<file path="config.mk">
export PLATFORM = sky130hd
export DESIGN_NAME = lfp_fifo
export DESIGN_NICKNAME = d
export VERILOG_FILES = /design/src/rtl/lfp_pkg.sv /design/src/rtl/lfp_fifo.sv
export VERILOG_INCLUDE_DIRS = /design/src /design/src/rtl
export SDC_FILE = /design/constraint.sdc
export NUM_CORES = 1
export LEC_CHECK = 0
export ABC_CLOCK_PERIOD_IN_PS = 4500
export BUFFER_PORTS_ARGS = -buffer_cell sky130_fd_sc_hd__clkbuf_2
export CAP_MARGIN = 20
export CORE_MARGIN = 5
export CORE_UTILIZATION = 45
export CTS_CLUSTER_SIZE = 24
export DETAILED_ROUTE_END_ITERATION = 10
export GPL_ROUTABILITY_DRIVEN = 1
export HOLD_SLACK_MARGIN = 0.15
export PLACE_DENSITY_LB_ADDON = 0.15
export SLEW_MARGIN = 20
export SYNTH_ARGS = -nofsm -noshare
export SYNTH_HDL_FRONTEND = slang
export SYNTH_SLANG_ARGS = --single-unit
</file>
<file path="constraint.sdc">
create_clock -name clk_i -period 4.5 [get_ports clk_i]
set_input_delay 0.45 -clock clk_i [delete_from_list [all_inputs] [get_ports clk_i]]
set_output_delay 0.45 -clock clk_i [all_outputs]
set_load 0.1 [all_outputs]
</file>
<file path="src/rtl/lidar_frame_parser_defines.svh">
// Assertion helpers shared by the frame parser RTL.
`ifndef LIDAR_FRAME_PARSER_DEFINES_SVH
`define LIDAR_FRAME_PARSER_DEFINES_SVH

// Clocked property, off while reset is asserted.
`define LFP_ASSERT(name, prop, msg) \
  name: assert property (@(posedge clk_i) disable iff (!rst_ni) (prop)) else $error(msg);

// Condition that must never hold at a clock edge.
`define LFP_NEVER(name, cond, msg) \
  `LFP_ASSERT(name, !(cond), msg)

`endif

</file>
<file path="src/rtl/lfp_pkg.sv">
package lfp_pkg;

  localparam logic [7:0]  HeaderByte     = 8'h59;
  localparam logic [15:0] MaxDistReset   = 16'd1200;

  // Frame byte positions.
  localparam logic [3:0] PosFirstHdr  = 4'd0;
  localparam logic [3:0] PosSecondHdr = 4'd1;
  localparam logic [3:0] PosDistLo    = 4'd2;
  localparam logic [3:0] PosDistHi    = 4'd3;
  localparam logic [3:0] PosStrLo     = 4'd4;
  localparam logic [3:0] PosStrHi     = 4'd5;
  localparam logic [3:0] PosChecksum  = 4'd8;

  typedef struct packed {
    logic [7:0] rx_byte;
  } rx_word_t;

  typedef struct packed {
    logic [15:0] distance_cm;
    logic [15:0] signal_strength;
    logic        reading_valid;
  } result_t;

  // Checksum-clean frame handed from the front to the back.
  typedef struct packed {
    logic [15:0] distance;
    logic [15:0] strength;
  } frame_t;

  typedef struct packed {
    logic full;
    logic empty;
  } fifo_status_t;

endpackage

</file>
<file path="src/rtl/lfp_fifo.sv">
`include "lidar_frame_parser_defines.svh"

module lfp_fifo #(
  parameter int unsigned Depth = 2
) (
  input  logic                  clk_i,
  input  logic                  rst_ni,
  input  logic                  push_i,
  input  lfp_pkg::frame_t       data_i,
  input  logic                  pop_i,
  output lfp_pkg::frame_t       data_o,
  output lfp_pkg::fifo_status_t status_o
);
  import lfp_pkg::*;

  localparam int unsigned PtrW = (Depth > 1) ? $clog2(Depth) : 1;
  localparam int unsigned CntW = $clog2(Depth + 1);
  localparam logic [PtrW-1:0] LastIdx = PtrW'(Depth - 1);
  localparam logic [CntW-1:0] FullCnt = CntW'(Depth);

  frame_t          mem_q [Depth];
  logic [PtrW-1:0] wptr_q, rptr_q;
  logic [CntW-1:0] count_q;
  logic            do_push, do_pop;

  assign status_o.full  = (count_q == FullCnt);
  assign status_o.empty = (count_q == '0);
  assign do_push        = push_i && !status_o.full;
  assign do_pop         = pop_i && !status_o.empty;
  assign data_o         = mem_q[rptr_q];

  always_ff @(posedge clk_i or negedge rst_ni) begin
    if (!rst_ni) begin
      wptr_q  <= '0;
      rptr_q  <= '0;
      count_q <= '0;
    end else begin
      if (do_push) begin
        wptr_q <= (wptr_q == LastIdx) ? '0 : wptr_q + 1'b1;
      end
      if (do_pop) begin
        rptr_q <= (rptr_q == LastIdx) ? '0 : rptr_q + 1'b1;
      end
      if (do_push && !do_pop) begin
        count_q <= count_q + 1'b1;
      end else if (do_pop && !do_push) begin
        count_q <= count_q - 1'b1;
      end
    end
  end

  always_ff @(posedge clk_i) begin
    if (do_push) begin
      mem_q[wptr_q] <= data_i;
    end
  end

  `LFP_ASSERT(a_count_bound, count_q <= FullCnt, "queue count above depth")
  `LFP_NEVER(a_push_full, push_i && status_o.full, "push into full queue")
  `LFP_NEVER(a_pop_empty, pop_i && status_o.empty, "pop from empty queue")
endmodule

</file>
==> impl_metrics.sql, run 1 <==
INSERT INTO impl_metrics (metric_group, metric, value, unit) VALUES
('floorplanning', 'dieHeight', '86.9', 'um'),
('yosys', 'post-synth-top-count-cell', 'sky130_fd_sc_hd__edfxtp_1', ''),
('cells_and_area', 'instances_no_fill', '277', ''),
('place', 'gp_routability_congestion', '0.717', ''),
('place', 'io_buffers', '69', ''),
('clock_tree', 'clkSinkCount', '68', ''),
('timing', 'fin_crit', '2.61', 'ns'),
('cells_and_area', 'final_net_count', '234', ''),
('clock_tree', 'post-cts-setup-buffer-count', '0', ''),
('outcome', 'outcome', 'completed', ''),
('detailed_routing', 'wl_per_cell', '15.4', 'um'),
('yosys', 'synth_cells', '119', ''),
('floorplanning', 'initial_core_util', '45.7', '%'),
('setup_path', 'critical_path.slowest_cell', 'sky130_fd_sc_hd__dfrtp_2', ''),
('detailed_routing', 'postRouteWirelength', '4.26', 'mm'),
('cells_and_area', 'drive_gt1_share', '57.9', '%'),
('yosys', 'postSynth.topFlopCell', 'sky130_fd_sc_hd__edfxtp_1', ''),
('global_routing', 'grt_overflow', '0', ''),
('timing', 'hold_viol_final', '0', ''),
('setup_path', 'critPathMaxStageDelay', '1.04', 'ns'),
('cells_and_area', 'fill_cells', '476', ''),
('cells_and_area', 'end_of_flow_core_utilization', '55.9', '%'),
('yosys', 'syn_area', '2660', 'um^2'),
('yosys', 'syn_nets', '156', ''),
('detailed_routing', 'firstDrtPassIters', '3', ''),
('run', 'maxCapViolations', '0', ''),
('setup_path', 'cp_top_family', 'flip-flops', ''),
('timing', 'finalClockSkew', '0.00647', 'ns'),
('setup_path', 'critPathBufInv', '1', ''),
('timing', 'final_slew_violations', '0', ''),
('floorplanning', 'placeableCoreArea', '5820', 'um^2'),
('worst_hold_path', 'timing.hold.worst.class', 'in2reg', ''),
('global_routing', 'grt_antenna_before_repair', '0', ''),
('yosys', 'synth-edff-count', '64', ''),
('timing', 'setup_viol', '0', ''),
('clock_tree', 'worst_skew_pair.late_latency', '0.33', 'ns'),
('place', 'dp_hpwl', '2.90', 'mm'),
('clock_tree', 'maximum_clock_insertion_buffer_count', '2', ''),
('floorplanning', 'area_of_the_die', '7550', 'um^2'),
('yosys', 'synth-async-reset-ratio', '5.88', '%'),
('yosys', 'synth_top_cells_by_count', '64 x sky130_fd_sc_hd__edfxtp_1, 29 x sky130_fd_sc_hd__mux2_4, 4 x sky130_fd_sc_hd__dfrtp_1', ''),
('floorplanning', 'row_count', '28', ''),
('timing', 'normalized_max_slew_margin', '32.5', '%'),
('detailed_routing', 'routed_via_density', '4.60', ''),
('yosys', 'netlist-cell-type-count', '15', ''),
('clock_tree', 'clk_transition_reported_paths', '0.07', 'ns'),
('setup_path', 'start_kind', 'flop', ''),
('yosys', 'syn_avg_cell_area', '22.3', 'um^2'),
('clock_tree', 'cts-hold-fix-buffers', '1', ''),
('yosys', 'warnings_synthesis', '0', ''),
('timing', 'final.period_utilization', '58.1', '%'),
('timing', 'tightestPinTransition', '1.01', 'ns'),
('global_routing', 'first_pass_grt_wire_length', '6.62', 'mm'),
('setup_path', 'worstPathArrival', '2.16', 'ns'),
('setup_path', 'worstPathCellList', 'mux2_2, clkbuf_2', ''),
('clock_tree', 'tritoncts', 'built', ''),
('yosys', 'synth_top_cell_by_area', 'sky130_fd_sc_hd__edfxtp_1', ''),
('global_routing', 'grt_start_max_net_pins', '34', ''),
('detailed_routing', 'drt-initial-drc-count', '57', ''),
('cells_and_area', 'antenna_cells_inserted', '0', ''),
('global_routing', 'vias_in_the_first_global_route', '1413', ''),
('detailed_routing', 'dr_total_vias', '1275', ''),
('clock_tree', 'clock-root-buffer', 'sky130_fd_sc_hd__clkbuf_8', ''),
('place', 'placed_cells_incl_taps', '260', ''),
('timing', 'setup_total_negative_slack', '0', 'ns'),
('cells_and_area', 'flow.area_growth_from_synthesis', '22.3', '%'),
('timing', 'rsz0062_at_grt', 'false', ''),
('yosys', 'seq_area_frac_synth', '76.0', '%'),
('setup_path', 'critPathMaxFanout', '33', ''),
('clock_tree', 'total_of_cells_resized_after_clock_tree_synthesis', '0', ''),
('setup_path', 'required', '4.05', 'ns');
==> final timing paths <==
| check | startpoint | to | slack (ns) | depth (start not counted) |
|---|---|---|---|---|
| setup / recovery | rptr_q | data_o[14] | 1.89 | 2 |
| hold / removal | data_i[19] | mem_q[0][19] | 0.30 | 1 |
| setup reg to reg | count_q[0] | mem_q[0][29] | 2.59 | 3 |
| hold reg to reg | count_q[1] | count_q[1] | 0.54 | 1 |
| max in group asynchronous | rst_ni | rptr_q | 3.91 | 2 |
| min in group asynchronous | rst_ni | count_q[1] | 0.46 | 2 |
==> stage by stage <==
step | cell area (um^2) | setup slack [ns] | hold WS (ns)
floorplan | 2660 | 2.08 | 0.154
global placement | 3040 | 2.23 | 0.257
detailed placement | 3040 | 2.19 | 0.260
CTS | 3250 | 1.81 | 0.289
global route | 3250 | 1.77 | 0.286
finish | 3250 | 1.89 | 0.304
==> cells in the final DEF (no fill, tap or decap), types with 2 or more instances in the layout <==
master	Yosys	layout
sky130_fd_sc_hd__nor2_1	3	2
sky130_fd_sc_hd__xnor2_1	3	3
sky130_fd_sc_hd__mux2_2	3	3
sky130_fd_sc_hd__edfxtp_1	64	64
sky130_fd_sc_hd__clkbuf_2	0	69
sky130_fd_sc_hd__clkbuf_1	0	3
sky130_fd_sc_hd__mux2_4	29	29
sky130_fd_sc_hd__inv_1	2	2
sky130_fd_sc_hd__clkbuf_8	0	11
sky130_fd_sc_hd__dfrtp_1	4	3
sky130_fd_sc_hd__xor2_1	2	2
==> state kept, by name (all words and copies together) (netlist names) <==
| name | cells |
|---|---|
| count_q | 2 |
| wptr_q | 1 |
| rptr_q | 1 |
| mem_q | 64 |
==> cell families (layout without fill, tap and decap cells) <==
family / after synthesis / count (layout) / share of synthesized area (%)
flip-flops: 68 / 68 / 76.0
multiplexers: 32 / 32 / 17.6
AND/OR/NAND/NOR: 6 / 6 / 1.04
buffers and inverters: 6 / 89 / 2.96
XOR/XNOR: 5 / 5 / 1.65
adder cells (fa/ha/maj): 1 / 1 / 0.471
AO/OA/AOI/OAI: 1 / 1 / 0.188
==> metal layers <==
metal | track usage [%] | part of all wire (%) | up-vias
li1 | - | - | 617
met4 | 9.07 | 2.7 | 0
met1 | 13.2 | 38 | 596
met5 | 0 | 0 | -
met2 | 19.5 | 50 | 51
met3 | 4.45 | 9.1 | 11
==> cell type report <==
| type | instances | area (um^2) | share of cell area (%) |
|---|---|---|---|
| clock buffers | 14 | 163 | 5.00 |
| clock inverters | 2 | 35.0 | 1.08 |
| inverters | 2 | 7.51 | 0.231 |
| multi-input cells | 45 | 566 | 17.4 |
| flip-flops and latches | 68 | 2020 | 62.2 |
| well taps | 75 | 93.8 | 2.89 |
| repair buffers | 71 | 363 | 11.2 |
Power of run 1 is not shown: default switching activity piles up to over one toggle a cycle in this logic, so the estimate is an artifact.
==> run 2, diff against run 1 <==
Settings changed: ABC_CLOCK_PERIOD_IN_PS 4500 to 2500.
Clock period 4.5 ns to 2.5 ns, I/O delays scaled along.
==> run 2 against run 1 <==
  * Routed wire length up 7.5%
  * Cell count rose by 12%
  * Clock-buffer cell count is 2 lower
  * Global-route usage is 1.2 points higher
  * Critical path depth rose by 1
==> impl_metrics.sql, run 2 (synthesis gave the netlist of run 1 again) <==
INSERT INTO impl_metrics (metric_group, metric, value, unit) VALUES
('timing', 'finalClockSkew', '0.00809', 'ns'),
('clock_tree', 'tritoncts', 'built', ''),
('setup_path', 'start_kind', 'flop', ''),
('global_routing', 'grt_start_max_net_pins', '33', ''),
('run', 'maxCapViolations', '0', ''),
('setup_path', 'worstPathCellList', 'buf_4, mux2_2, clkbuf_2', ''),
('global_routing', 'met1_usage_grt', '14.3', '%'),
('timing', 'setup_viol', '0', ''),
('global_routing', 'track_usage', '13.4', '%'),
('global_routing', 'grt_antenna_before_repair', '0', ''),
('place', 'gp_routability_congestion', '0.725', ''),
('clock_tree', 'maximum_clock_insertion_buffer_count', '2', ''),
('floorplanning', 'dieHeight', '86.9', 'um'),
('clock_tree', 'worst_skew_pair.late_latency', '0.32', 'ns'),
('cells_and_area', 'largest_register_ffs', '64', ''),
('setup_path', 'end_kind', 'output port', ''),
('cells_and_area', 'mostFrequentLayoutCell', 'sky130_fd_sc_hd__clkbuf_2', ''),
('cells_and_area', 'largest_registers', 'mem_q: 64 flops, count_q: 2 flops', ''),
('setup_path', 'r2r-end', 'mem_q[0][25]', ''),
('clock_tree', 'cts-htree-levels', '3', ''),
('global_routing', 'first_pass_grt_wire_length', '7.40', 'mm'),
('setup_path', 'required', '2.25', 'ns'),
('setup_path', 'rr_worst_depth', '4', ''),
('detailed_routing', 'postRouteWirelength', '4.58', 'mm'),
('timing', 'fin_crit', '2.02', 'ns'),
('global_routing', 'grt_overflow', '0', ''),
('cells_and_area', 'layout_common_cells', '69 x sky130_fd_sc_hd__clkbuf_2, 64 x sky130_fd_sc_hd__edfxtp_1, 33 x sky130_fd_sc_hd__dlygate4sd3_1', ''),
('place', 'postPlaceCellArea', '3080', 'um^2'),
('global_routing', 'grt_util_met2', '23.4', '%'),
('cells_and_area', 'area_of_all_placed_cells_without_fillers', '3580', 'um^2'),
('setup_path', 'critPathBufInv', '2', ''),
('global_routing', 'met3_usage', '5.87', '%'),
('clock_tree', 'clock-root-buffer', 'sky130_fd_sc_hd__clkbuf_8', ''),
('floorplanning', 'initial_core_util', '45.7', '%'),
('setup_path', 'critical_path.slowest_cell', 'sky130_fd_sc_hd__mux2_2', ''),
('detailed_routing', 'final_antenna_net_count', '0', ''),
('floorplanning', 'row_count', '28', ''),
('clock_tree', 'clk_transition_reported_paths', '0.07', 'ns'),
('place', 'io_buffers', '69', ''),
('floorplanning', 'placeableCoreArea', '5820', 'um^2'),
('detailed_routing', 'firstDrtPassIters', '3', ''),
('floorplanning', 'area_of_the_die', '7550', 'um^2'),
('setup_path', 'crit_path_end', 'data_o[10]', ''),
('setup_path', 'worstReg2RegStart', 'count_q[0]', ''),
('timing', 'tightestPinTransition', '0.553', 'ns'),
('detailed_routing', 'dr_total_vias', '1386', ''),
('setup_path', 'cp_top_family', 'buffers and inverters', ''),
('cells_and_area', 'flow.area_growth_from_synthesis', '34.7', '%'),
('detailed_routing', 'drc', '0', ''),
('timing', 'final.period_utilization', '80.6', '%'),
('timing', 'final_slew_violations', '0', ''),
('timing', 'highest_clock_rate', '0.496', 'GHz'),
('cells_and_area', 'largest_register', 'mem_q', ''),
('setup_path', 'worst-path-stages', '3', ''),
('detailed_routing', 'routed_via_density', '4.46', ''),
('floorplanning', 'chipWidth', '86.9', 'um'),
('floorplanning', 'pin_count', '70', ''),
('setup_path', 'path_class', 'reg2out', ''),
('timing', 'setup_total_negative_slack', '0', 'ns'),
('setup_path', 'critPathLaunch', 'rptr_q', ''),
('timing', 'rsz0062_at_grt', 'false', ''),
('detailed_routing', 'wl_per_cell', '14.7', 'um'),
('setup_path', 'setup.reg_to_reg.worst_slack', '0.82', 'ns'),
('cells_and_area', 'final_net_count', '269', ''),
('setup_path', 'worstPathArrival', '1.77', 'ns'),
('clock_tree', 'tritoncts.num_buffers', '9', ''),
('clock_tree', 'clkSinkCount', '68', ''),
('outcome', 'outcome', 'completed', ''),
('worst_hold_path', 'timing.hold.worst.class', 'in2async', ''),
('setup_path', 'critPathMaxStageDelay', '0.39', 'ns'),
('timing', 'normalized_max_slew_margin', '63.3', '%'),
('global_routing', 'grt.busiest_layer', 'met2', ''),
('detailed_routing', 'drt-initial-drc-count', '63', ''),
('cells_and_area', 'antenna_cells_inserted', '0', ''),
('setup_path', 'critPathMaxFanout', '20', ''),
('cells_and_area', 'drive_gt1_share', '50.0', '%'),
('timing', 'hold_viol_final', '0', ''),
('global_routing', 'vias_in_the_first_global_route', '1602', ''),
('clock_tree', 'post-cts-setup-buffer-count', '0', '');
-- run 2: worst reg2reg max path, delay by kind of cell, from the launching register on --
family                 cells  cell delay (ns)
buffers and inverters      1             0.24
flip-flops                 1             0.43
AND/OR/NAND/NOR            3             0.70
-- run 2: metrics by stage --
step | setup slack (ns) | std cells | hold slack (ns) | util [%]
floorplan | 0.0753 | 119 | -0.0456 | -
global placement | 0.840 | 263 | 0.0608 | 52.9
detailed placement | 0.795 | 263 | 0.0715 | 52.9
CTS | 0.440 | 311 | 0.249 | 61.6
global route | 0.400 | 311 | 0.243 | 61.6
finish | 0.484 | 311 | 0.256 | 61.6
-- run 2: final cells by class --
class                   count  area (um^2)
repair buffers            106          718
fillers                   452         2230
well taps                  75         93.8
clock inverters             3         38.8
clock buffers              12          135
flip-flops and latches     68         2020
inverters                   2         7.51
multi-input cells          45          566
-- run 2: per-layer routing --
| metal | share of wire [%] | wire length, um | up-vias |
|---|---|---|---|
| li1 | - | - | 679 |
| met1 | 39 | 1780 | 656 |
| met2 | 52 | 2390 | 46 |
| met3 | 7.9 | 363 | 5 |
| met4 | 1.1 | 49 | 0 |
| met5 | 0 | 0 | - |
-- run 2: worst min-delay path by stage --
stage	start	to	slack, ns	cells after the start
detailed placement	rst_ni	count_q[1]	0.07	1
CTS	rst_ni	count_q[1]	0.25	2
finish	rst_ni	count_q[1]	0.26	2
global placement	rst_ni	count_q[1]	0.06	1
global route	rst_ni	wptr_q	0.24	2
floorplan	rst_ni	count_q[0]	-0.05	0
-- run 2: repair_timing --
action                     in CTS  in global routing
setup endpoints to repair       0                  0
hold endpoints to repair       68                  0
gates resized for setup         0                  0
hold buffers                   33                  0
Power of run 2 is left out for the same reason.
