File: src/rtl/lidar_frame_parser_defines.svh
// Assertion helpers shared by the frame parser RTL.
`ifndef LIDAR_FRAME_PARSER_DEFINES_SVH
`define LIDAR_FRAME_PARSER_DEFINES_SVH

// Clocked property, off while reset is asserted.
`define LFP_ASSERT(name, prop, msg) \
  name: assert property (@(posedge clk_i) disable iff (!rst_ni) (prop)) else $error(msg);

// Condition that must never hold at a clock edge.
`define LFP_NEVER(name, cond, msg) \
  `LFP_ASSERT(name, !(cond), msg)

`endif

File: src/rtl/lfp_pkg.sv
package lfp_pkg;

  localparam logic [7:0]  HeaderByte     = 8'h59;
  localparam logic [15:0] MaxDistReset   = 16'd1200;

  // Frame byte positions.
  localparam logic [3:0] PosFirstHdr  = 4'd0;
  localparam logic [3:0] PosSecondHdr = 4'd1;
  localparam logic [3:0] PosDistLo    = 4'd2;
  localparam logic [3:0] PosDistHi    = 4'd3;
  localparam logic [3:0] PosStrLo     = 4'd4;
  localparam logic [3:0] PosStrHi     = 4'd5;
  localparam logic [3:0] PosChecksum  = 4'd8;

  typedef struct packed {
    logic [7:0] rx_byte;
  } rx_word_t;

  typedef struct packed {
    logic [15:0] distance_cm;
    logic [15:0] signal_strength;
    logic        reading_valid;
  } result_t;

  // Checksum-clean frame handed from the front to the back.
  typedef struct packed {
    logic [15:0] distance;
    logic [15:0] strength;
  } frame_t;

  typedef struct packed {
    logic full;
    logic empty;
  } fifo_status_t;

endpackage

File: src/rtl/lfp_back.sv
`include "lidar_frame_parser_defines.svh"

module lfp_back (
  input  logic                  clk_i,
  input  logic                  rst_ni,
  input  logic                  cfg_we_i,
  input  logic [15:0]           cfg_wdata_i,
  input  lfp_pkg::fifo_status_t fifo_status_i,
  input  lfp_pkg::frame_t       frame_i,
  output logic                  pop_o,
  output logic                  res_valid_o,
  input  logic                  res_ready_i,
  output lfp_pkg::result_t      res_o
);
  import lfp_pkg::*;

  logic [15:0] limit_q;
  logic [15:0] held_dist_q, held_dist_d;
  logic [15:0] held_str_q, held_str_d;
  logic        out_valid_q, out_valid_d;
  result_t     out_q, out_d;
  logic        in_range;

  assign pop_o    = !fifo_status_i.empty && (!out_valid_q || res_ready_i);
  assign in_range = (frame_i.distance != 16'd0) && (frame_i.distance <= limit_q);

  always_comb begin
    held_dist_d = held_dist_q;
    held_str_d  = held_str_q;
    out_d       = out_q;
    out_valid_d = out_valid_q && !res_ready_i;
    if (pop_o) begin
      if (in_range) begin
        held_dist_d = frame_i.distance;
        held_str_d  = frame_i.strength;
      end
      out_d.distance_cm     = held_dist_d;
      out_d.signal_strength = held_str_d;
      out_d.reading_valid   = in_range;
      out_valid_d           = 1'b1;
    end
  end

  always_ff @(posedge clk_i or negedge rst_ni) begin
    if (!rst_ni) begin
      limit_q     <= MaxDistReset;
      held_dist_q <= 16'd0;
      held_str_q  <= 16'd0;
      out_valid_q <= 1'b0;
    end else begin
      if (cfg_we_i) begin
        limit_q <= cfg_wdata_i;
      end
      held_dist_q <= held_dist_d;
      held_str_q  <= held_str_d;
      out_valid_q <= out_valid_d;
    end
  end

  always_ff @(posedge clk_i) begin
    out_q <= out_d;
  end

  assign res_valid_o = out_valid_q;
  assign res_o       = out_q;

  `LFP_ASSERT(a_valid_nonzero, (out_valid_q && out_q.reading_valid) |-> (out_q.distance_cm != 16'd0),
    "valid reading with zero distance")
  `LFP_ASSERT(a_held_match, (out_valid_q && out_q.reading_valid) |->
    (out_q.distance_cm == held_dist_q || $past(pop_o) == 1'b0 || pop_o),
    "held distance lost after valid reading")
  `LFP_ASSERT(a_out_hold, (out_valid_q && !res_ready_i) |=> (out_valid_q && $stable(out_q)),
    "result word changed while stalled")
endmodule

File: config.mk
export PLATFORM = sky130hd
export DESIGN_NAME = lfp_back
export DESIGN_NICKNAME = d
export VERILOG_FILES = /design/src/rtl/lfp_pkg.sv /design/src/rtl/lfp_back.sv
export VERILOG_INCLUDE_DIRS = /design/src /design/src/rtl
export SDC_FILE = /design/constraint.sdc
export NUM_CORES = 1
export LEC_CHECK = 0
export ABC_CLOCK_PERIOD_IN_PS = 7370
export BUFFER_PORTS_ARGS = -buffer_cell sky130_fd_sc_hd__buf_2
export CAP_MARGIN = 30
export CORE_ASPECT_RATIO = 1.5
export CORE_MARGIN = 2
export CORE_UTILIZATION = 40
export DETAILED_ROUTE_END_ITERATION = 16
export HOLD_SLACK_MARGIN = 0.03
export SYNTH_ARGS = -nofsm -noshare
export SYNTH_HDL_FRONTEND = slang
export SYNTH_SLANG_ARGS = --single-unit
export TNS_END_PERCENT = 20
File: constraint.sdc
create_clock -name clk_i -period 7.37 [get_ports clk_i]
set_input_delay 0.3685 -clock clk_i [delete_from_list [all_inputs] [get_ports clk_i]]
set_output_delay 0.3685 -clock clk_i [all_outputs]
set_load 0.05 [all_outputs]
==> summary.md, run 1 <==
| Metric | Value |
|---|---|
| CP bufs+invs | 2 |
| Global-route wire length before repair | ~11,000 um |
| Count of final max-slew check failures | 0 |
| Clock tree from TritonCTS | yes |
| LEAKAGE | around 2.0 nW |
| Slew HR | 0.585 |
| Start of the worst register-to-register path | limit_q[13] |
| Finished Cell Area | around 0.0045 mm2 |
| Top cell family by delay on the critical path | simple AND/OR/NAND/NOR gates |
| Rows | 42 |
| Die outline height | around 120 um |
| Area of the mapped netlist | 0.00366 mm2 |
| Post-route minimum period | roughly 2.9 ns |
| M1 WL | 2680 um |
| Met2 routed wirelength | 3510 um |
| Post-CTS Setup Repair Bufs | 0 |
| Vias after detailed routing | 2,324 |
| Data arrival time of the critical path | 2.99 ns |
| Number of antenna violations at the first check in global routing | 0 |
| Synthesized area per cell | between 10 and 15 um2 |
| Largest net degree at the start of global routing | 50 |
| Post-route non-filler standard cell count | 466 |
| Path type of the worst setup path | register to register |
| Worst R2R Setup Slack | 4.46 ns |
| Standard cell with the maximum stage delay on the critical path | sky130_fd_sc_hd__buf_4 |
| Number of buffers inserted for hold repair after clock tree synthesis | 0 |
| Die Area | a little under 0.01 mm2 |
| Synth-to-Final Area Change | 23.5% |
| I/O pin cnt | approximately 90 |
| Post-cts resize count | 0 |
| Initial standard-cell utilization of the core | 0.412 |
| Number of antenna repair diodes | 0 |
| Number of iterations in the first detailed-routing pass | 4 |
| Number of fill cells | 793 |
| Number of clock sinks seen by CTS | 82 |
| Longest Clk Path Bufs | 2 |
| Cell Pwr Density | 299 mW/mm2 |
| Max rail drop VDD | 0.149 mV |
| Setup TNS | 0 ns |
| Depth of the worst register-to-register path | 9 |
| Min-Delay Path Class | input pin to asynchronous set/reset pin |
| Pin slew with the least headroom to its limit | 0.623 ns |
| DRC violation count after routing | 0 |
| Placeable core region | around 0.0089 mm2 |
| Placed cells | 450 |
| Fraction of layout instances using a drive strength above 1 | 0.455 |
| Fraction of the yosys area taken by sequential cells | 0.608 |
| Highest routing layer actually used | met4 |
| Number of setup violations in the final report | 0 |
| Insertion delay to the later sink of the worst-skew pair | 0.33 ns |
| Post-synth cell types | 31 |
| Maximum operating frequency | between 300 and 400 MHz |
| RSZ-0062 raised after global routing | false |
| YS warnings | 0 |
| Worst path max stage delay | 0.40 ns |
| Number of vias per cell after detailed routing | roughly 5.0 |
| Area of placed instances | 0.00423 mm2 |
| Crit path capture type | register |
| List of cells traversed by the critical path | inv_1, ha_1, nand4_1, nor4_2, a21boi_1, nand3b_1, a21o_1, buf_4, mux2_2 |
| Global placer's final weighted congestion | around 0.8 |
| Number of synthesized register bits | 82 |
| Endpoint of the worst register-to-register path | res_o[2] |
| Average wire length per cell after detail routing | 14.5 um |
| Final Cycle Share | 0.395 |
| Antenna violation net count after detailed routing | 0 |
| Number of global-route vias before repair | 2,254 |
| Clock Skew | between 0.006 and 0.007 ns |
| Total power | ~1.3 mW |
| Critical Path Source Type | register |
| DPL Wire Length | around 4800 um |
| Number of maximum-capacitance constraint violations | 0 |
| Leading cell type in the layout, fill and taps excluded | sky130_fd_sc_hd__buf_2 |
| Clock Pin Slew Worst Setup and Hold Paths | around 0.060 ns |
| Die width | 82.1 um |
| Worst hold margin | 0.115 ns |
| Required time at the endpoint of the critical path | 7.45 ns |
| Cells after Synth | about 260 |
| Buffers on Ports | between 80 and 90 |
| Biggest fanout along the worst timing path | 33 |
| Remaining Overflow, GRT | 0 |
| Starting DRT DRC Count | 67 |
| NumNets Final | ~420 |
| Global-route usage over all layers | 0.148 |
| Number of nets in the synthesized netlist | between 300 and 400 |
| Met3 wire length | 364 um |
| Depth of the CTS H-tree | 3 |
| Clock root cell | sky130_fd_sc_hd__clkbuf_16 |
| Number of buffers inserted during clock tree synthesis | 9 |
| Most frequent cells in the layout | 87 x sky130_fd_sc_hd__buf_2, 45 x sky130_fd_sc_hd__dfrtp_1, 35 x sky130_fd_sc_hd__mux2_2, 33 x sky130_fd_sc_hd__edfxtp_1 |
| DRT Wirelength | 6760 um |
| Outcome | finished clean |
| Endpoints failing hold | 0 |
## per-layer routing
layer	global-route usage	vias up
li1	-	1128
met1	0.163	1112
met4	0.0823	0
met5	0	-
met2	0.257	70
met3	0.0313	14
## registers in the layout, indices dropped and copies added (netlist names)
register / flops
res_valid_o: 1
held_str_q: 16
res_o: 33
held_dist_q: 16
limit_q: 16
## Yosys cell counts
cell	count	area [um2]
sky130_fd_sc_hd__mux2_4	13	195
sky130_fd_sc_hd__buf_4	3	22.5
sky130_fd_sc_hd__dfstp_2	4	105
sky130_fd_sc_hd__o21ai_1	1	5.00
sky130_fd_sc_hd__mux2_1	1	11.3
sky130_fd_sc_hd__nor3_1	1	5.00
sky130_fd_sc_hd__buf_2	2	10.0
sky130_fd_sc_hd__inv_1	19	71.3
sky130_fd_sc_hd__nand2b_1	1	6.26
sky130_fd_sc_hd__buf_6	3	33.8
sky130_fd_sc_hd__o21ai_0	19	95.1
sky130_fd_sc_hd__nor2b_1	1	6.26
sky130_fd_sc_hd__nand3b_1	1	7.51
sky130_fd_sc_hd__nor4_1	5	31.3
sky130_fd_sc_hd__nand4_1	4	25.0
sky130_fd_sc_hd__edfxtp_1	33	991
sky130_fd_sc_hd__and2_1	1	6.26
sky130_fd_sc_hd__a21oi_1	6	30.0
sky130_fd_sc_hd__dfrtp_1	45	1130
sky130_fd_sc_hd__a211oi_1	1	7.51
sky130_fd_sc_hd__and4_1	1	8.76
sky130_fd_sc_hd__mux2_2	35	394
sky130_fd_sc_hd__a22o_1	16	140
sky130_fd_sc_hd__nand2_1	17	63.8
sky130_fd_sc_hd__a21o_1	1	7.51
sky130_fd_sc_hd__nor2_1	3	11.3
sky130_fd_sc_hd__ha_1	16	200
sky130_fd_sc_hd__nor4_2	1	12.5
sky130_fd_sc_hd__a21oi_2	1	8.76
sky130_fd_sc_hd__clkbuf_1	3	11.3
sky130_fd_sc_hd__a21boi_1	1	7.51
## area by class of cell
| cell class | instances | area [um2] | share of cell area |
|---|---|---|---|
| clock buffer | 10 | 229 | 0.0507 |
| clock inverter | 6 | 56.3 | 0.0125 |
| inverter | 19 | 71.3 | 0.0158 |
| multi-input combinational | 147 | 1310 | 0.289 |
| sequential | 82 | 2220 | 0.492 |
| tap | 110 | 138 | 0.0305 |
| timing repair buffer | 92 | 497 | 0.110 |
## worst max path at each step
stage / to / slack (ns) / cells after the start / startpoint
final: res_o[2] / 4.46 / 9 / limit_q[13]
after global routing: res_o[2] / 4.26 / 9 / limit_q[13]
after CTS: res_o[1] / 4.44 / 9 / limit_q[13]
after detailed placement: res_o[1] / 4.30 / 9 / frame_i[29]
after global placement: held_str_q[14] / 4.16 / 7 / frame_i[29]
after floorplan: held_dist_q[0] / 3.24 / 5 / res_valid_o
## report_power, final
group / internal [mW] / switching, mW / total, mW
registers: 0.574 / 0.0321 / 0.606
logic: 0.138 / 0.177 / 0.314
clock network: 0.260 / 0.168 / 0.428
total: 0.971 / 0.377 / 1.35
## kinds of logic (layout without fill, tap and decap cells)
logic type,count (synthesis),in the layout,synth area share
compound gates,46,46,0.0824
fa+ha+maj,16,16,0.0547
buf+inv,30,127,0.0407
flops,82,82,0.608
mux,49,49,0.164
simple gates,36,36,0.0503
## through the flow
step	utilization	setup WS [ns]
CTS	0.509	4.44
finish	0.509	4.46
floorplan	-	3.24
detailed placement	0.477	4.30
global placement	0.472	4.16
global route	0.509	4.26
Power figures use the tool's default switching activity.
==> run 2, diff against run 1 <==
- ABC_CLOCK_PERIOD_IN_PS: 7370 -> 2440
- PLACE_DENSITY: default -> 0.65
- clock period: 7.37 -> 2.44 ns (I/O delays scaled with it)
==> summary.md, run 2 (same netlist as run 1, synthesis figures left out) <==
| Metric | Value |
|---|---|
| Outcome | finished with violations |
| Failing checks | negative setup slack |
| DPL Wire Length | 5370 um (+13%) |
| Number of clock sinks seen by CTS | 82 (unchanged) |
| Global placer's final weighted congestion | 0.800 (+0.54%) |
| Biggest fanout along the worst timing path | 6 (-82%) |
| Worst path max stage delay | 0.51 ns (+0.11 ns) |
| Worst hold margin | 0.0402 ns (-0.0743 ns) |
| Post-route minimum period | 2.62 ns (-0.290 ns) |
| Largest register FFs | 33 (unchanged) |
| Synth-to-Final Area Change | 41.8% |
| Number of fill cells | 739 (-6.8%) |
| Met3 wire length | 322 um (-12%) |
| Placeable core region | 0.00888 mm2 (unchanged) |
| Average wire length per cell after detail routing | 15.1 um (+4.1%) |
| Final Cycle Share | 1.08 (+0.680) |
| Sequential power share | 0.433 (-0.016) |
| Number of antenna violations at the first check in global routing | 0 (unchanged) |
| Die outline height | 121 um (unchanged) |
| Number of vias per cell after detailed routing | 4.89 (-1.9%) |
| Remaining Overflow, GRT | 0 (unchanged) |
| Number of maximum-capacitance constraint violations | 0 (unchanged) |
| Proportion of total power due to net switching | 0.284 (+0.00397) |
| Data arrival time of the critical path | 2.84 ns (-0.15 ns) |
| Leading cell type in the layout, fill and taps excluded | sky130_fd_sc_hd__buf_2 |
| Number of iterations in the first detailed-routing pass | 4 (unchanged) |
| Dominant cell type by count on the critical path | sky130_fd_sc_hd__buf_4 |
| List of cells traversed by the critical path | inv_1, ha_1, nand2_1, nor4_2, buf_4, nand4_1, buf_4, a21oi_4, buf_4, clkbuf_16, mux2_2 |
| Highest routing layer actually used | met4 |
| Initial standard-cell utilization of the core | 0.412 (unchanged) |
| Pin slew with the least headroom to its limit | 0.443 ns (-0.180 ns) |
| Global-route usage over all layers | 0.164 (+0.0158) |
| Sequential cell area in the final layout | 0.00222 mm2 (about the same) |
| Number of setup violations in the final report | 64 (+64) |
| Insertion delay to the later sink of the worst-skew pair | 0.34 ns (about the same) |
| Number of buffers inserted during clock tree synthesis | 9 (unchanged) |
| Met2 routed wirelength | 4280 um (+22%) |
| Path type of the worst setup path | register to register |
| Fraction of layout instances using a drive strength above 1 | 0.484 (+0.0291) |
| Depth of the CTS H-tree | 3 (unchanged) |
| Max rail drop VDD | 0.441 mV (+200%) |
| Clock Skew | 0.00426 ns (-0.00237 ns) |
| Clock tree from TritonCTS | yes |
| Worst R2R Setup Slack | -0.18 ns (-4.64 ns) |
| Largest net degree at the start of global routing | 35 (-30%) |
| Most frequent cells in the layout | 88 x sky130_fd_sc_hd__buf_2, 44 x sky130_fd_sc_hd__dfrtp_1, 33 x sky130_fd_sc_hd__edfxtp_1, 32 x sky130_fd_sc_hd__mux2_4, 29 x sky130_fd_sc_hd__dlygate4sd3_1 |
| Internal Power | 3.05 mW (+210%) |
| Cell Pwr Density | 820 mW/mm2 (+170%) |
| Total power | 4.25 mW (+220%) |
| Finished Cell Area | 0.00519 mm2 (+15%) |
| Vias after detailed routing | 2,548 (+9.6%) |
| Die width | 82.1 um (unchanged) |
| Crit path capture type | register |
| Footprint of the multi-input gates | 0.00142 mm2 (+9.0%) |
| Required time at the endpoint of the critical path | 2.66 ns (-4.79 ns) |
| Global-route wire length before repair | 12,000 um (+12%) |
| Number of global-route vias before repair | 2,555 (+13%) |
| Combinational fraction of design power | 0.272 (+0.039) |
| CP bufs+invs | 5 (+3) |
| Clock Pin Slew Worst Setup and Hold Paths | 0.06 ns (about the same) |
| Slew HR | 0.705 (+0.120) |
| Power share of the clock group | 0.295 (-0.023) |
| Antenna violation net count after detailed routing | 0 (unchanged) |
| NumNets Final | 476 (+13%) |
| Top cell family by delay on the critical path | buffers and inverters |
| Min-Delay Path Class | input pin to register |
| Maximum operating frequency | 381 MHz (+11%) |
| Die Area | 0.00994 mm2 (unchanged) |
| DRC violation count after routing | 0 (unchanged) |
| Reported net switching power | 1.21 mW (+220%) |
| Endpoints failing hold | 0 (unchanged) |
| DRT Wirelength | 7870 um (+16%) |
| Longest Clk Path Bufs | 2 (unchanged) |
| Rows | 42 (unchanged) |
| Starting DRT DRC Count | 74 (+10%) |
| Number of antenna repair diodes | 0 (unchanged) |
| Standard cell with the maximum stage delay on the critical path | sky130_fd_sc_hd__dfstp_2 |
| Slack of the critical path | -0.184 ns (-4.64 ns) |
| Clock root cell | sky130_fd_sc_hd__clkbuf_16 |
| M1 WL | 3110 um (+16%) |
| Critical Path Source Type | register |
| RSZ-0062 raised after global routing | true |
| Area of placed instances | 0.00437 mm2 (+3.3%) |
| Count of final max-slew check failures | 0 (unchanged) |
| Buffers on Ports | 87 (unchanged) |
| LEAKAGE | 2.37 nW (+16%) |
| I/O pin cnt | 89 (unchanged) |
-- run 2: changes by cell type in the layout (fill, tap and decap cells not counted), moves of 3 or more --
cell / before / now
sky130_fd_sc_hd__buf_4: 3 / 20
sky130_fd_sc_hd__mux2_2: 35 / 17
sky130_fd_sc_hd__ha_1: 16 / 13
sky130_fd_sc_hd__inv_1: 19 / 16
sky130_fd_sc_hd__mux2_4: 13 / 32
sky130_fd_sc_hd__dlygate4sd3_1: 0 / 29
sky130_fd_sc_hd__inv_2: 0 / 3
sky130_fd_sc_hd__buf_8: 0 / 3
sky130_fd_sc_hd__ha_4: 0 / 3
-- run 2: worst paths after layout --
path,from,endpoint,cells after the start
hold / removal,frame_i[13],held_str_q[13],2
setup / recovery,limit_q[10],held_dist_q[15],11
hold reg to reg,held_str_q[3],held_str_q[3],1
setup reg to reg,limit_q[10],held_dist_q[15],11
max in group asynchronous,rst_ni,res_valid_o,3
min in group asynchronous,rst_ni,limit_q[2],2
-- run 2: power by group through the flow --
stage / combinational, mW / clock (mW) / sequential [mW]
5_1_grt: 1.25 / 1.34 / 1.87
6_report: 1.15 / 1.26 / 1.84
2_1_floorplan: 0.508 / 0 / 2.08
4_1_cts: 1.05 / 1.29 / 1.84
3_5_place_dp: 1.00 / 0 / 1.86
3_3_place_gp: 0.978 / 0 / 1.85
-- run 2: final cells by class --
class | count | share of cell area
flip-flops and latches | 82 | 0.429
inverters | 19 | 0.0138
well taps | 110 | 0.0265
clock inverters | 5 | 0.00555
repair buffers | 147 | 0.202
clock buffers | 11 | 0.0487
multi-input cells | 147 | 0.274
-- run 2: repair_timing --
| action | 4_1_cts | 5_1_grt |
|---|---|---|
| pin swaps | 1 | 14 |
| resized for setup | 3 | 34 |
| gates cloned | 0 | 3 |
| hold buffers | 29 | 0 |
| buffers inserted | 0 | 5 |
| setup endpoints to repair | 57 | 64 |
| hold endpoints to repair | 40 | 0 |
-- run 2: routing by layer --
metal,global-route usage,vias up
li1,-,1236
met1,0.182,1232
met2,0.288,67
met3,0.0417,13
met4,0.0688,0
met5,0,-
-- run 2: worst reg2reg max path, cell delays in order, from the launching register on --
cell                        delay (ns)
sky130_fd_sc_hd__dfstp_2          0.51
sky130_fd_sc_hd__inv_1            0.05
sky130_fd_sc_hd__ha_1             0.27
sky130_fd_sc_hd__nand2_1          0.10
sky130_fd_sc_hd__nor4_2           0.28
sky130_fd_sc_hd__buf_4            0.15
sky130_fd_sc_hd__nand4_1          0.11
sky130_fd_sc_hd__buf_4            0.18
sky130_fd_sc_hd__a21oi_4          0.22
sky130_fd_sc_hd__buf_4            0.16
sky130_fd_sc_hd__clkbuf_16        0.14
sky130_fd_sc_hd__mux2_2           0.33
-- run 2: metrics by stage --
stage	setup WS [ns]	TNS (ns)	cells	util
after CTS	-0.138	-4.42	513	0.558
after detailed placement	-0.139	-4.28	468	0.492
after floorplan	-0.00850	-0.237	259	-
after global placement	-0.0584	-1.37	467	0.490
after global routing	-0.255	-12.62	521	0.584
final	-0.184	-6.72	521	0.584
