### src/rtl/lidar_frame_parser_defines.svh
// Assertion helpers shared by the frame parser RTL.
`ifndef LIDAR_FRAME_PARSER_DEFINES_SVH
`define LIDAR_FRAME_PARSER_DEFINES_SVH

// Clocked property, off while reset is asserted.
`define LFP_ASSERT(name, prop, msg) \
  name: assert property (@(posedge clk_i) disable iff (!rst_ni) (prop)) else $error(msg);

// Condition that must never hold at a clock edge.
`define LFP_NEVER(name, cond, msg) \
  `LFP_ASSERT(name, !(cond), msg)

`endif

### src/rtl/lfp_pkg.sv
package lfp_pkg;

  localparam logic [7:0]  HeaderByte     = 8'h59;
  localparam logic [15:0] MaxDistReset   = 16'd1200;

  // Frame byte positions.
  localparam logic [3:0] PosFirstHdr  = 4'd0;
  localparam logic [3:0] PosSecondHdr = 4'd1;
  localparam logic [3:0] PosDistLo    = 4'd2;
  localparam logic [3:0] PosDistHi    = 4'd3;
  localparam logic [3:0] PosStrLo     = 4'd4;
  localparam logic [3:0] PosStrHi     = 4'd5;
  localparam logic [3:0] PosChecksum  = 4'd8;

  typedef struct packed {
    logic [7:0] rx_byte;
  } rx_word_t;

  typedef struct packed {
    logic [15:0] distance_cm;
    logic [15:0] signal_strength;
    logic        reading_valid;
  } result_t;

  // Checksum-clean frame handed from the front to the back.
  typedef struct packed {
    logic [15:0] distance;
    logic [15:0] strength;
  } frame_t;

  typedef struct packed {
    logic full;
    logic empty;
  } fifo_status_t;

endpackage

### src/rtl/lfp_front.sv
`include "lidar_frame_parser_defines.svh"

module lfp_front (
  input  logic                      clk_i,
  input  logic                      rst_ni,
  input  logic                      rx_valid_i,
  input  logic [7:0]                rx_byte_i,
  output logic                      rx_ready_o,
  input  lfp_pkg::fifo_status_t     fifo_status_i,
  output logic                      push_o,
  output lfp_pkg::frame_t           frame_o
);
  import lfp_pkg::*;

  logic [3:0] pos_q, pos_d;
  logic [7:0] sum_q, sum_d;
  logic [7:0] bytes_q [4];
  logic       accept;
  logic       store;
  logic [1:0] store_idx;
  logic [3:0] store_off;

  assign rx_ready_o = !fifo_status_i.full;
  assign accept     = rx_valid_i && rx_ready_o;
  assign store_off  = pos_q - PosDistLo;
  assign store_idx  = store_off[1:0];

  always_comb begin
    pos_d  = pos_q;
    sum_d  = sum_q;
    store  = 1'b0;
    push_o = 1'b0;
    if (accept) begin
      case (pos_q)
        PosSecondHdr: begin
          if (rx_byte_i == HeaderByte) begin
            sum_d = sum_q + rx_byte_i;
            pos_d = pos_q + 4'd1;
          end else begin
            pos_d = PosFirstHdr;
          end
        end
        PosDistLo, PosDistHi, PosStrLo, PosStrHi: begin
          store = 1'b1;
          sum_d = sum_q + rx_byte_i;
          pos_d = pos_q + 4'd1;
        end
        4'd6, 4'd7: begin
          sum_d = sum_q + rx_byte_i;
          pos_d = pos_q + 4'd1;
        end
        PosChecksum: begin
          // restart the hunt whatever the checksum says
          push_o = (rx_byte_i == sum_q);
          pos_d  = PosFirstHdr;
        end
        default: begin
          // first header byte; drop anything else
          if (rx_byte_i == HeaderByte) begin
            sum_d = rx_byte_i;
            pos_d = PosSecondHdr;
          end else begin
            pos_d = PosFirstHdr;
          end
        end
      endcase
    end
  end

  always_ff @(posedge clk_i or negedge rst_ni) begin
    if (!rst_ni) begin
      pos_q <= PosFirstHdr;
      sum_q <= 8'd0;
    end else begin
      pos_q <= pos_d;
      sum_q <= sum_d;
    end
  end

  always_ff @(posedge clk_i) begin
    if (store) begin
      bytes_q[store_idx] <= rx_byte_i;
    end
  end

  assign frame_o.distance = {bytes_q[1], bytes_q[0]};
  assign frame_o.strength = {bytes_q[3], bytes_q[2]};

  `LFP_ASSERT(a_pos_range, pos_q <= PosChecksum, "frame position out of range")
  `LFP_ASSERT(a_push_at_end, push_o |-> (pos_q == PosChecksum), "push away from checksum byte")
  `LFP_ASSERT(a_restart, (accept && pos_q == PosChecksum) |=> (pos_q == PosFirstHdr),
    "hunt did not restart after checksum byte")
endmodule

### config.mk
export PLATFORM = sky130hd
export DESIGN_NAME = lfp_front
export DESIGN_NICKNAME = d
export VERILOG_FILES = /design/src/rtl/lfp_pkg.sv /design/src/rtl/lfp_front.sv
export VERILOG_INCLUDE_DIRS = /design/src /design/src/rtl
export SDC_FILE = /design/constraint.sdc
export NUM_CORES = 1
export LEC_CHECK = 0
export ABC_AREA = 1
export BUFFER_PORTS_ARGS = -buffer_cell sky130_fd_sc_hd__buf_2
export CORE_AREA = 2 2 59 75
export DETAILED_ROUTE_END_ITERATION = 7
export DIE_AREA = 0 0 61 77
export GPL_TIMING_DRIVEN = 0
export PLACE_DENSITY = 0.82
export SLEW_MARGIN = 20
export SYNTH_ARGS = -nofsm -noshare
export SYNTH_HDL_FRONTEND = slang
export SYNTH_SLANG_ARGS = --single-unit
### constraint.sdc
create_clock -name clk_i -period 4.95 [get_ports clk_i]
set_input_delay 0.2475 -clock clk_i [delete_from_list [all_inputs] [get_ports clk_i]]
set_output_delay 0.2475 -clock clk_i [all_outputs]
set_load 0.005 [all_outputs]
==> results.cfg, run 1 <==
[outcome]
status = finished clean

[global_routing]
track_usage_pct = 18.1
top_usage_layer = met2
grt_max_degree = 15
grtUsageMet2_pct = 30.8
grt_pass1_wl_mm = 6.32
use_met1_pct = 21.6
grt_antenna_before_repair = 0
grt_use_met3_pct = 4.38
grt-ovfl-total = 0
grt_pass1_vias = 1419

[pwr]
vdd_drop_max_v = 0.000173
p_int_mw = 0.622
clockPowerShare_pct = 31.9
leakagePower_nw = 1.15
seqPwrFrac_pct = 50.5
power.switching_mw = 0.218
switching_share_pct = 25.9
cellPowerDensity_mw_per_mm2 = 330
comb_power_share_pct = 17.7

[sta]
timing.final.crit_share_pct = 42.8
tightest_slew_ns = 0.771
setup_slack_ns = 2.83
slew_headroom_pct = 48.4
period_minus_slack_ns = 2.12
rsz0062_at_grt = no
setup_viol = 0
clock_skew_ns = 0.00519
max_freq_mhz = 472
slew_violations = 0
hold_viol = 0
setup_tns_ns = 0

[synth]
yosys_warnings = 0
synth_nets = 230
synth_seq_cells = 44
syn_avg_cell_area_um2 = 10.4
ys_types = 28
synth_area_mm2 = 0.00213
ys_seq_area_share_pct = 59.2
syn_inst = 205

[routing]
drt_first_iter_violations = 48
vias = 1578
routed_wl_mm = 3.99
vias_per_cell = 5.01
post_drt_wl_per_cell_um = 12.7
drc_errors = 0
dr.pass1.iters = 4
drt.antenna.violating_nets = 0

[worst_hold_path]
worstHoldPathType = input port to register

[critical_path]
end_kind = register
slowest_stage = nor2_1
crit_required_ns = 4.87
worstPathArrival_ns = 2.04
critPathTopFamily = simple AND/OR/NAND/NOR gates
path_cells = inv_1 > ha_1 > o21ai_2 > o21ai_0 > nand3_1 > nor2_1
slowest_delay_ns = 0.62
cp_max_fo = 8
path_class = register to register
critPathBufInv = 1
start_kind = register

[clocking]
cts_buffer_depth = 2
cts_tree = done
clkLatencyLatePin_ns = 0.29
postCtsSetupBuffers = 0
numCtsBuffers = 5
path_clk_slew_ns = 0.08
cts_resized = 0
htreeDepth = 2
root_buffer = clkbuf_8
clock-sinks = 44

[finish]
syn2layout_area_growth_pct = 19.6
drive_gt1_share_pct = 27.4
diodes = 0
layout_common_cells = nand2_1, buf_2, edfxtp_1
fin_nets = 283
final_common_cell = nand2_1

[floorplan]
start_util_pct = 53.3
core_mm2 = 0.00400
ios = 47
die_area_mm2 = 0.00470
chipHeight_um = 77
die_w_um = 61
row_count = 26

[place]
place_congestion = 0.874
dpl_worst_slack_ns = 2.83
hpwl_mm = 2.95
port-buffer-count = 45

[job]
drv_cap = 0
[path summary, 6_finish.rpt]
| kind | start | end | slack, ns | cells after the start |
|---|---|---|---|---|
| max in group asynchronous | rst_ni | pos_q[3] | 4.33 | 2 |
| min reg2reg | sum_q[3] | sum_q[3] | 0.49 | 2 |
| min in group asynchronous | rst_ni | pos_q[0] | 0.37 | 2 |
| min | rx_byte_i[2] | bytes_q[0][2] | 0.22 | 1 |
| max reg2reg | pos_q[0] | bytes_q[1][6] | 2.83 | 6 |
| max | pos_q[0] | bytes_q[1][6] | 2.83 | 6 |
[synthesized netlist by cell type]
cell type / n / area, um^2
nand2_1: 62 / 233
edfxtp_1: 32 / 961
o21ai_0: 3 / 15.0
inv_1: 20 / 75.1
fa_1: 1 / 20.0
inv_2: 4 / 15.0
nand3_2: 3 / 30.0
or2_2: 1 / 6.26
nor3_1: 3 / 15.0
nand3_1: 12 / 60.1
buf_6: 1 / 11.3
nor2_1: 11 / 41.3
ha_1: 11 / 138
o21ai_1: 2 / 10.0
nand2_4: 2 / 22.5
o21ai_2: 1 / 8.76
nor2b_1: 1 / 6.26
nor2_2: 2 / 12.5
xnor2_1: 3 / 26.3
a22oi_1: 1 / 7.51
nand3b_1: 4 / 30.0
o31ai_1: 1 / 7.51
nand4_1: 2 / 12.5
nand2_2: 2 / 12.5
a21oi_1: 5 / 25.0
dfrtp_1: 12 / 300
inv_4: 1 / 6.26
nor2_4: 2 / 22.5
[per-layer routing]
metal | wire (um) | vias up
met5 | 0 | -
met4 | 96 | 0
met3 | 237 | 9
met2 | 1990 | 56
met1 | 1670 | 732
li1 | - | 781
[flip-flops by register name, indices dropped and copies added (netlist names)]
| signal | flops |
|---|---|
| bytes_q | 32 |
| sum_q | 8 |
| pos_q | 4 |
[cell type report]
class | instances | area (um^2)
Fill cell | 318 | 1450
Sequential cell | 44 | 1260
Multi-Input combinational cell | 135 | 762
Timing Repair Buffer | 46 | 235
Inverter | 25 | 96.3
Tap cell | 56 | 70.1
Clock buffer | 5 | 68.8
Clock inverter | 3 | 42.5
Buffer | 1 | 11.3
[worst reg2reg max path, cell delays in order (launching register included)]
cell	delay, ns
dfrtp_1	0.43
inv_1	0.14
ha_1	0.25
o21ai_2	0.08
o21ai_0	0.08
nand3_1	0.15
nor2_1	0.62
[kinds of logic after synthesis]
group / Yosys count / share of synthesized area (%)
AND/OR/NAND/NOR: 107 / 23.7
XOR/XNOR: 3 / 1.23
AO/OA/AOI/OAI: 13 / 3.46
buffers and inverters: 26 / 5.05
flip-flops: 44 / 59.2
adder cells (fa/ha/maj): 12 / 7.40
[repair_timing]
action	in CTS	in global routing
hold endpoints to repair	12	0
hold buffers	1	0
setup endpoints to repair	0	0
[metrics by stage]
stage	area (um^2)	total power [mW]	util, %	std cells	hold WS [ns]
floorplan	2130	0.541	-	205	-0.0481
global placement	2430	0.572	60.6	306	0.167
detailed placement	2430	0.578	60.6	306	0.167
CTS	2550	0.844	63.7	315	0.217
global route	2550	0.885	63.7	315	0.213
finish	2550	0.840	63.7	315	0.221
[power groups by stage]
| stage | sequential [mW] | combinational, mW | clock [mW] |
|---|---|---|---|
| 6_report | 0.424 | 0.148 | 0.268 |
| 5_1_grt | 0.427 | 0.171 | 0.288 |
| 4_1_cts | 0.424 | 0.148 | 0.271 |
| 3_5_place_dp | 0.431 | 0.146 | 0 |
| 3_3_place_gp | 0.431 | 0.141 | 0 |
| 2_1_floorplan | 0.429 | 0.112 | 0 |
Note: power is estimated with default switching activity, not from simulation.
==> run 2: changes to the inputs <==
--- a/config.mk
+++ b/config.mk
@@ -8,11 +8,11 @@
 export LEC_CHECK = 0
 export ABC_AREA = 1
 export BUFFER_PORTS_ARGS = -buffer_cell sky130_fd_sc_hd__buf_2
-export CORE_AREA = 2 2 59 75
+export CORE_AREA = 2 2 60 76
 export DETAILED_ROUTE_END_ITERATION = 7
-export DIE_AREA = 0 0 61 77
+export DIE_AREA = 0 0 62 78
 export GPL_TIMING_DRIVEN = 0
-export PLACE_DENSITY = 0.82
+export PLACE_DENSITY = 0.8
 export SLEW_MARGIN = 20
 export SYNTH_ARGS = -nofsm -noshare
 export SYNTH_HDL_FRONTEND = slang
==> constraint.sdc (replaced) <==
create_clock -name clk_i -period 2.1 [get_ports clk_i]
set_input_delay 0.105 -clock clk_i [delete_from_list [all_inputs] [get_ports clk_i]]
set_output_delay 0.105 -clock clk_i [all_outputs]
set_load 0.005 [all_outputs]
==> run 2 against run 1 <==
Net effect: critical path depth unchanged; sequential power is 140% higher; final cell count unchanged; via count down 2.2%; highest routed layer unchanged.
==> results.cfg, run 2 (synthesis results as in run 1) <==
[outcome]
status = finished clean

[finish]
largestRegisters = bytes_q x32, sum_q x8, pos_q x4
layout_common_cells = nand2_1, buf_2, edfxtp_1
top_register = bytes_q
syn2layout_area_growth_pct = 20.2
fin_nets = 283
diodes = 0
fin_area_mm2 = 0.00256
final_common_cell = nand2_1
drive_gt1_share_pct = 29.3
largest_register_ffs = 32

[sta]
setup_viol = 0
tightest_slew_ns = 0.492
hold_viol = 0
timing.final.crit_share_pct = 95.2
period_minus_slack_ns = 2.00
hold_ws_ns = 0.0607
slew_violations = 0
clock_skew_ns = 0.00488
slew_headroom_pct = 67.2
max_freq_mhz = 500
rsz0062_at_grt = yes

[pwr]
leakagePower_nw = 1.15
cellPowerDensity_mw_per_mm2 = 782
vdd_drop_max_v = 0.000334

[clocking]
htreeDepth = 2
numCtsBuffers = 5
clkLatencyLatePin_ns = 0.30
cts_buffer_depth = 2
root_buffer = clkbuf_8
cts_tree = done
path_clk_slew_ns = 0.08
clock-sinks = 44

[critical_path]
crit_required_ns = 2.04
path_cells = inv_1 > ha_1 > o21ai_2 > o21ai_0 > nand3_1 > nor2_2
start_kind = register
worstPathArrival_ns = 1.94
slowest_stage = nor2_2
cp_max_fo = 8
slowest_delay_ns = 0.45
end_kind = register
path_class = register to register

[routing]
post_drt_wl_per_cell_um = 12.8
drt.antenna.violating_nets = 0
routed_wl_mm = 4.04
drc_errors = 0
vias_per_cell = 4.90
vias = 1544
dr.pass1.iters = 4
drt_first_iter_violations = 51

[global_routing]
track_usage_pct = 18.9
grt-ovfl-total = 0
grt_max_degree = 16
grt_antenna_before_repair = 0
grt_pass1_vias = 1476
grt_pass1_wl_mm = 6.75

[place]
postPlaceCellArea_mm2 = 0.00243
hpwl_mm = 3.03
port-buffer-count = 45
place_congestion = 0.858

[worst_hold_path]
worstHoldPathType = input port to register

[floorplan]
row_count = 26
die_w_um = 62
start_util_pct = 52.4
ios = 47
die_area_mm2 = 0.00484
chipHeight_um = 78
core_mm2 = 0.00407

[job]
drv_cap = 0
## run 2: timing repair
action	4_1_cts	5_1_grt
endpoints found under the hold margin	12	0
hold buffers	1	0
gates resized for setup	0	4
cloned	0	0
buffers inserted	0	0
endpoints found under the setup margin	16	32
## run 2: routing by layer
metal	wire [um]	share of wire (%)	GRT usage (%)	vias to the layer above
met2	2070	51	30.3	64
met3	268	6.6	3.67	8
met1	1640	41	24.8	692
met5	0	0	0	-
li1	-	-	-	780
met4	59	1.5	6.81	0
## run 2: worst paths after layout
check / cells after the start / slack [ns] / startpoint / endpoint
min reg2reg: 2 / 0.49 / sum_q[6] / sum_q[6]
min in group asynchronous: 2 / 0.22 / rst_ni / sum_q[6]
max: 6 / 0.10 / pos_q[0] / bytes_q[1][7]
max reg2reg: 6 / 0.10 / pos_q[0] / bytes_q[1][7]
max in group asynchronous: 2 / 1.63 / rst_ni / pos_q[2]
min: 1 / 0.06 / rx_byte_i[1] / bytes_q[3][1]
## run 2: power breakdown
| part | leakage, nW | switching [mW] | internal (mW) |
|---|---|---|---|
| Clock | 0.0548 | 0.298 | 0.358 |
| Sequential | 0.449 | 0.0260 | 0.973 |
| Combinational | 0.644 | 0.207 | 0.141 |
## run 2: area by class of cell
| type | count | area, um^2 |
|---|---|---|
| inverters | 25 | 96.3 |
| clock inverters | 3 | 46.3 |
| flip-flops and latches | 44 | 1260 |
| clock buffers | 5 | 68.8 |
| fillers | 311 | 1510 |
| well taps | 56 | 70.1 |
| repair buffers | 46 | 235 |
| multi-input cells | 135 | 772 |
| plain buffers | 1 | 11.3 |
## run 2: critical path: cells and delay by family, from the launching register on
family,cells,cell delay [ns]
adders and majority gates,1,0.26
DFF,1,0.42
and+or+nand+nor,2,0.66
AOI/OAI and AO/OA,2,0.16
buffers and inverters,1,0.13
## run 2: metrics by stage
stage	utilization, %	cells	total power, mW	worst slack, ns	TNS (ns)
2_1_floorplan	-	205	1.28	0.355	0
6_report	63.0	315	2.00	0.101	0
3_5_place_dp	59.7	306	1.36	-0.0473	-0.661
4_1_cts	62.7	315	2.01	-0.0660	-0.938
5_1_grt	63.0	315	2.12	-0.0839	-1.75
3_3_place_gp	59.7	306	1.35	0.0177	0
==> run 3: changes to the inputs <==
--- a/config.mk
+++ b/config.mk
@@ -6,11 +6,11 @@
 export SDC_FILE = /design/constraint.sdc
 export NUM_CORES = 1
 export LEC_CHECK = 0
-export ABC_AREA = 1
+export ABC_AREA = 0
 export BUFFER_PORTS_ARGS = -buffer_cell sky130_fd_sc_hd__buf_2
-export CORE_AREA = 2 2 60 76
+export CORE_AREA = 2 2 63 70
 export DETAILED_ROUTE_END_ITERATION = 7
-export DIE_AREA = 0 0 62 78
+export DIE_AREA = 0 0 65 72
 export GPL_TIMING_DRIVEN = 0
 export PLACE_DENSITY = 0.8
 export SLEW_MARGIN = 20
==> run 3 against run 2 <==
Net effect: maximum frequency shrank 0.23%; critical endpoint is now push_o; total power grew 20%; flip-flop and latch count is the same; worst setup slack lost 0.0046 ns; routed wire length grew 4.2%; non-clock buffer count grew 6; clock skew grew 0.0085 ns; first-iteration DRC count grew 31%.
==> results.cfg, run 3 <==
[finish]
final_common_cell = buf_2
top_register = bytes_q
final_core_util_pct = 66.2
seqCellArea_mm2 = 0.00126
largestRegisters = bytes_q x32, sum_q x8, pos_q x4
fin_nets = 239
largest_register_ffs = 32
drive_gt1_share_pct = 39.5
diodes = 0
n_fill_cell = 271
multi_input_area_um2 = 842
syn2layout_area_growth_pct = 28.0
layout_common_cells = buf_2, edfxtp_1, dfrtp_1

[pwr]
seqPwrFrac_pct = 44.9
cellPowerDensity_mw_per_mm2 = 922
power.switching_mw = 0.689
leakagePower_nw = 1.01
comb_power_share_pct = 27.7
vdd_drop_max_v = 0.000539
p_int_mw = 1.71
clockPowerShare_pct = 27.4
switching_share_pct = 28.7

[floorplan]
start_util_pct = 51.7
row_count = 24
die_w_um = 65
chipHeight_um = 72
core_mm2 = 0.00393
ios = 47
die_area_mm2 = 0.00468

[synth]
ys_types = 44
synth_top_area_share_pct = 47.2
synth_area_mm2 = 0.00203
syn_inst = 157
synth.most_common_cell = edfxtp_1
synth_nets = 182
synth_edf_count = 32
yosys_warnings = 0
synth_seq_cells = 44
synthTopCellsByCount = edfxtp_1, dfrtp_1, ha_1
synth_flop_cell = edfxtp_1
synthArstFlopShare_pct = 27.3
ys_seq_area_share_pct = 62.0
synthTopCellsByArea = edfxtp_1, dfrtp_1, ha_1, a21oi_1, o21ai_0
syn_avg_cell_area_um2 = 13.0
yosysTopAreaCell = edfxtp_1

[routing]
top_layer_used = met4
wl_met2_mm = 2.08
drt.antenna.violating_nets = 0
vias_per_cell = 5.49
dr.pass1.iters = 4
drc_errors = 0
vias = 1466
wl_met3_um = 287
drt-met1-wl_mm = 1.76
post_drt_wl_per_cell_um = 15.8
routed_wl_mm = 4.21
drt_first_iter_violations = 67

[sta]
clock_skew_ns = 0.0134
slew_violations = 0
rsz0062_at_grt = yes
setup_tns_ns = 0
hold_viol = 0
tightest_slew_ns = 0.380
hold_ws_ns = 0.0779
period_minus_slack_ns = 2.00
setup_slack_ns = 0.0964
slew_headroom_pct = 74.3
timing.final.crit_share_pct = 95.4
max_freq_mhz = 499
setup_viol = 0

[clocking]
path_clk_slew_ns = 0.09
htreeDepth = 2
cts_tree = done
numCtsBuffers = 5
clkLatencyLatePin_ns = 0.31
root_buffer = clkbuf_8
cts_buffer_depth = 2
clock-sinks = 44

[critical_path]
cp_max_fo = 5
critPathBufInv = 1
slowest_delay_ns = 0.54
path_cells = ha_4 > or4_4 > nor4_2 > buf_2
critPathTopFamily = simple AND/OR/NAND/NOR gates
worstPathArrival_ns = 1.90
end_kind = output pin
reg2reg_from = sum_q[0]
crit_required_ns = 2.00
reg2regPathDepth = 8
r2r_end = sum_q[6]
r2r_slack_ns = 0.11
path_class = register to output pin
slowest_stage = or4_4
start_kind = register

[job]
drv_cap = 0

[global_routing]
grt_pass1_vias = 1345
grt_pass1_wl_mm = 6.45
grt_max_degree = 16
track_usage_pct = 18.9
grt_antenna_before_repair = 0
grt-ovfl-total = 0

[worst_hold_path]
holdPathStages = 1
min_from = rx_byte_i[7]
whs_endpoint = bytes_q[3][7]
worstHoldPathType = input port to register

[place]
port-buffer-count = 45
dpl_worst_slack_ns = -0.0244
hpwl_mm = 2.88
place_congestion = 0.849

[outcome]
status = finished clean
==> run 3: changes by cell type after synthesis, moves of 4 or more <==
| cell | before | now |
|---|---|---|
| o21ai_0 | 3 | 9 |
| inv_1 | 20 | 10 |
| a21oi_1 | 5 | 10 |
| nand2_1 | 62 | 9 |
| and2_1 | 0 | 4 |
| nor2_1 | 11 | 6 |
| inv_2 | 4 | 0 |
| nand3_1 | 12 | 2 |
| a211oi_1 | 0 | 4 |
==> run 3: repair_timing <==
item                                    4_1_cts  5_1_grt
endpoints found under the setup margin        2       41
hold buffers                                  1        0
gates cloned                                  0        0
setup buffers                                 0        4
endpoints found under the hold margin        12        0
gates resized for setup                       7       18
pin swaps                                     1        5
==> run 3: power by group through the flow <==
stage / registers (mW) / logic, mW / clock network [mW]
3_3_place_gp: 1.06 / 0.476 / 0
6_report: 1.08 / 0.665 / 0.657
3_5_place_dp: 1.07 / 0.484 / 0
4_1_cts: 1.07 / 0.561 / 0.681
2_1_floorplan: 1.06 / 0.386 / 0
5_1_grt: 1.09 / 0.733 / 0.710
==> run 3: worst register-to-register path, cell delays in order (launching register included) <==
cell       delay [ns]
dfrtp_1          0.40
ha_4             0.16
inv_1            0.05
fa_2             0.35
nor2b_2          0.16
o31a_1           0.20
o21ai_1          0.11
a2111oi_2        0.37
nor3_1           0.08
==> run 3: layer usage <==
metal	global-route usage (%)	vias up
li1	-	705
met1	22.8	697
met2	32.3	57
met3	4.03	7
met4	9.22	0
met5	0	-
==> run 3: area by class of cell <==
class / count / share of cell area (%)
Clock buffer: 5 / 2.64
Timing Repair Buffer: 50 / 10.2
Buffer: 3 / 0.673
Inverter: 10 / 1.44
Multi-Input combinational cell: 100 / 32.3
Clock inverter: 3 / 1.78
Sequential cell: 44 / 48.4
Tap cell: 52 / 2.50
==> run 3: how the worst max path moves through the flow <==
stage / from / to / slack, ns / cells past startpoint
2_1_floorplan: sum_q[0] / sum_q[6] / 0.19 / 8
3_3_place_gp: sum_q[0] / sum_q[6] / -0.03 / 8
3_5_place_dp: sum_q[0] / sum_q[6] / -0.02 / 8
4_1_cts: sum_q[0] / sum_q[6] / 0.004 / 8
5_1_grt: sum_q[0] / sum_q[6] / -0.03 / 8
6_report: sum_q[2] / push_o / 0.1 / 4
==> run 3: through the flow <==
stage          cell area [um^2]  power [mW]  instances
6_report                   2600        2.40        267
3_3_place_gp               2320        1.54        254
2_1_floorplan              2030        1.44        157
4_1_cts                    2520        2.31        263
5_1_grt                    2600        2.53        267
3_5_place_dp               2320        1.56        254
==> run 3: logic make-up after synthesis <==
| kind of cell | after synthesis | share of synthesized area [%] |
|---|---|---|
| multiplexers | 1 | 0.492 |
| adder cells (fa/ha/maj) | 12 | 7.75 |
| flip-flops | 44 | 62.0 |
| XOR/XNOR | 2 | 0.861 |
| AND/OR/NAND/NOR | 45 | 13.1 |
| buffers and inverters | 13 | 2.58 |
| AO/OA/AOI/OAI | 40 | 13.2 |
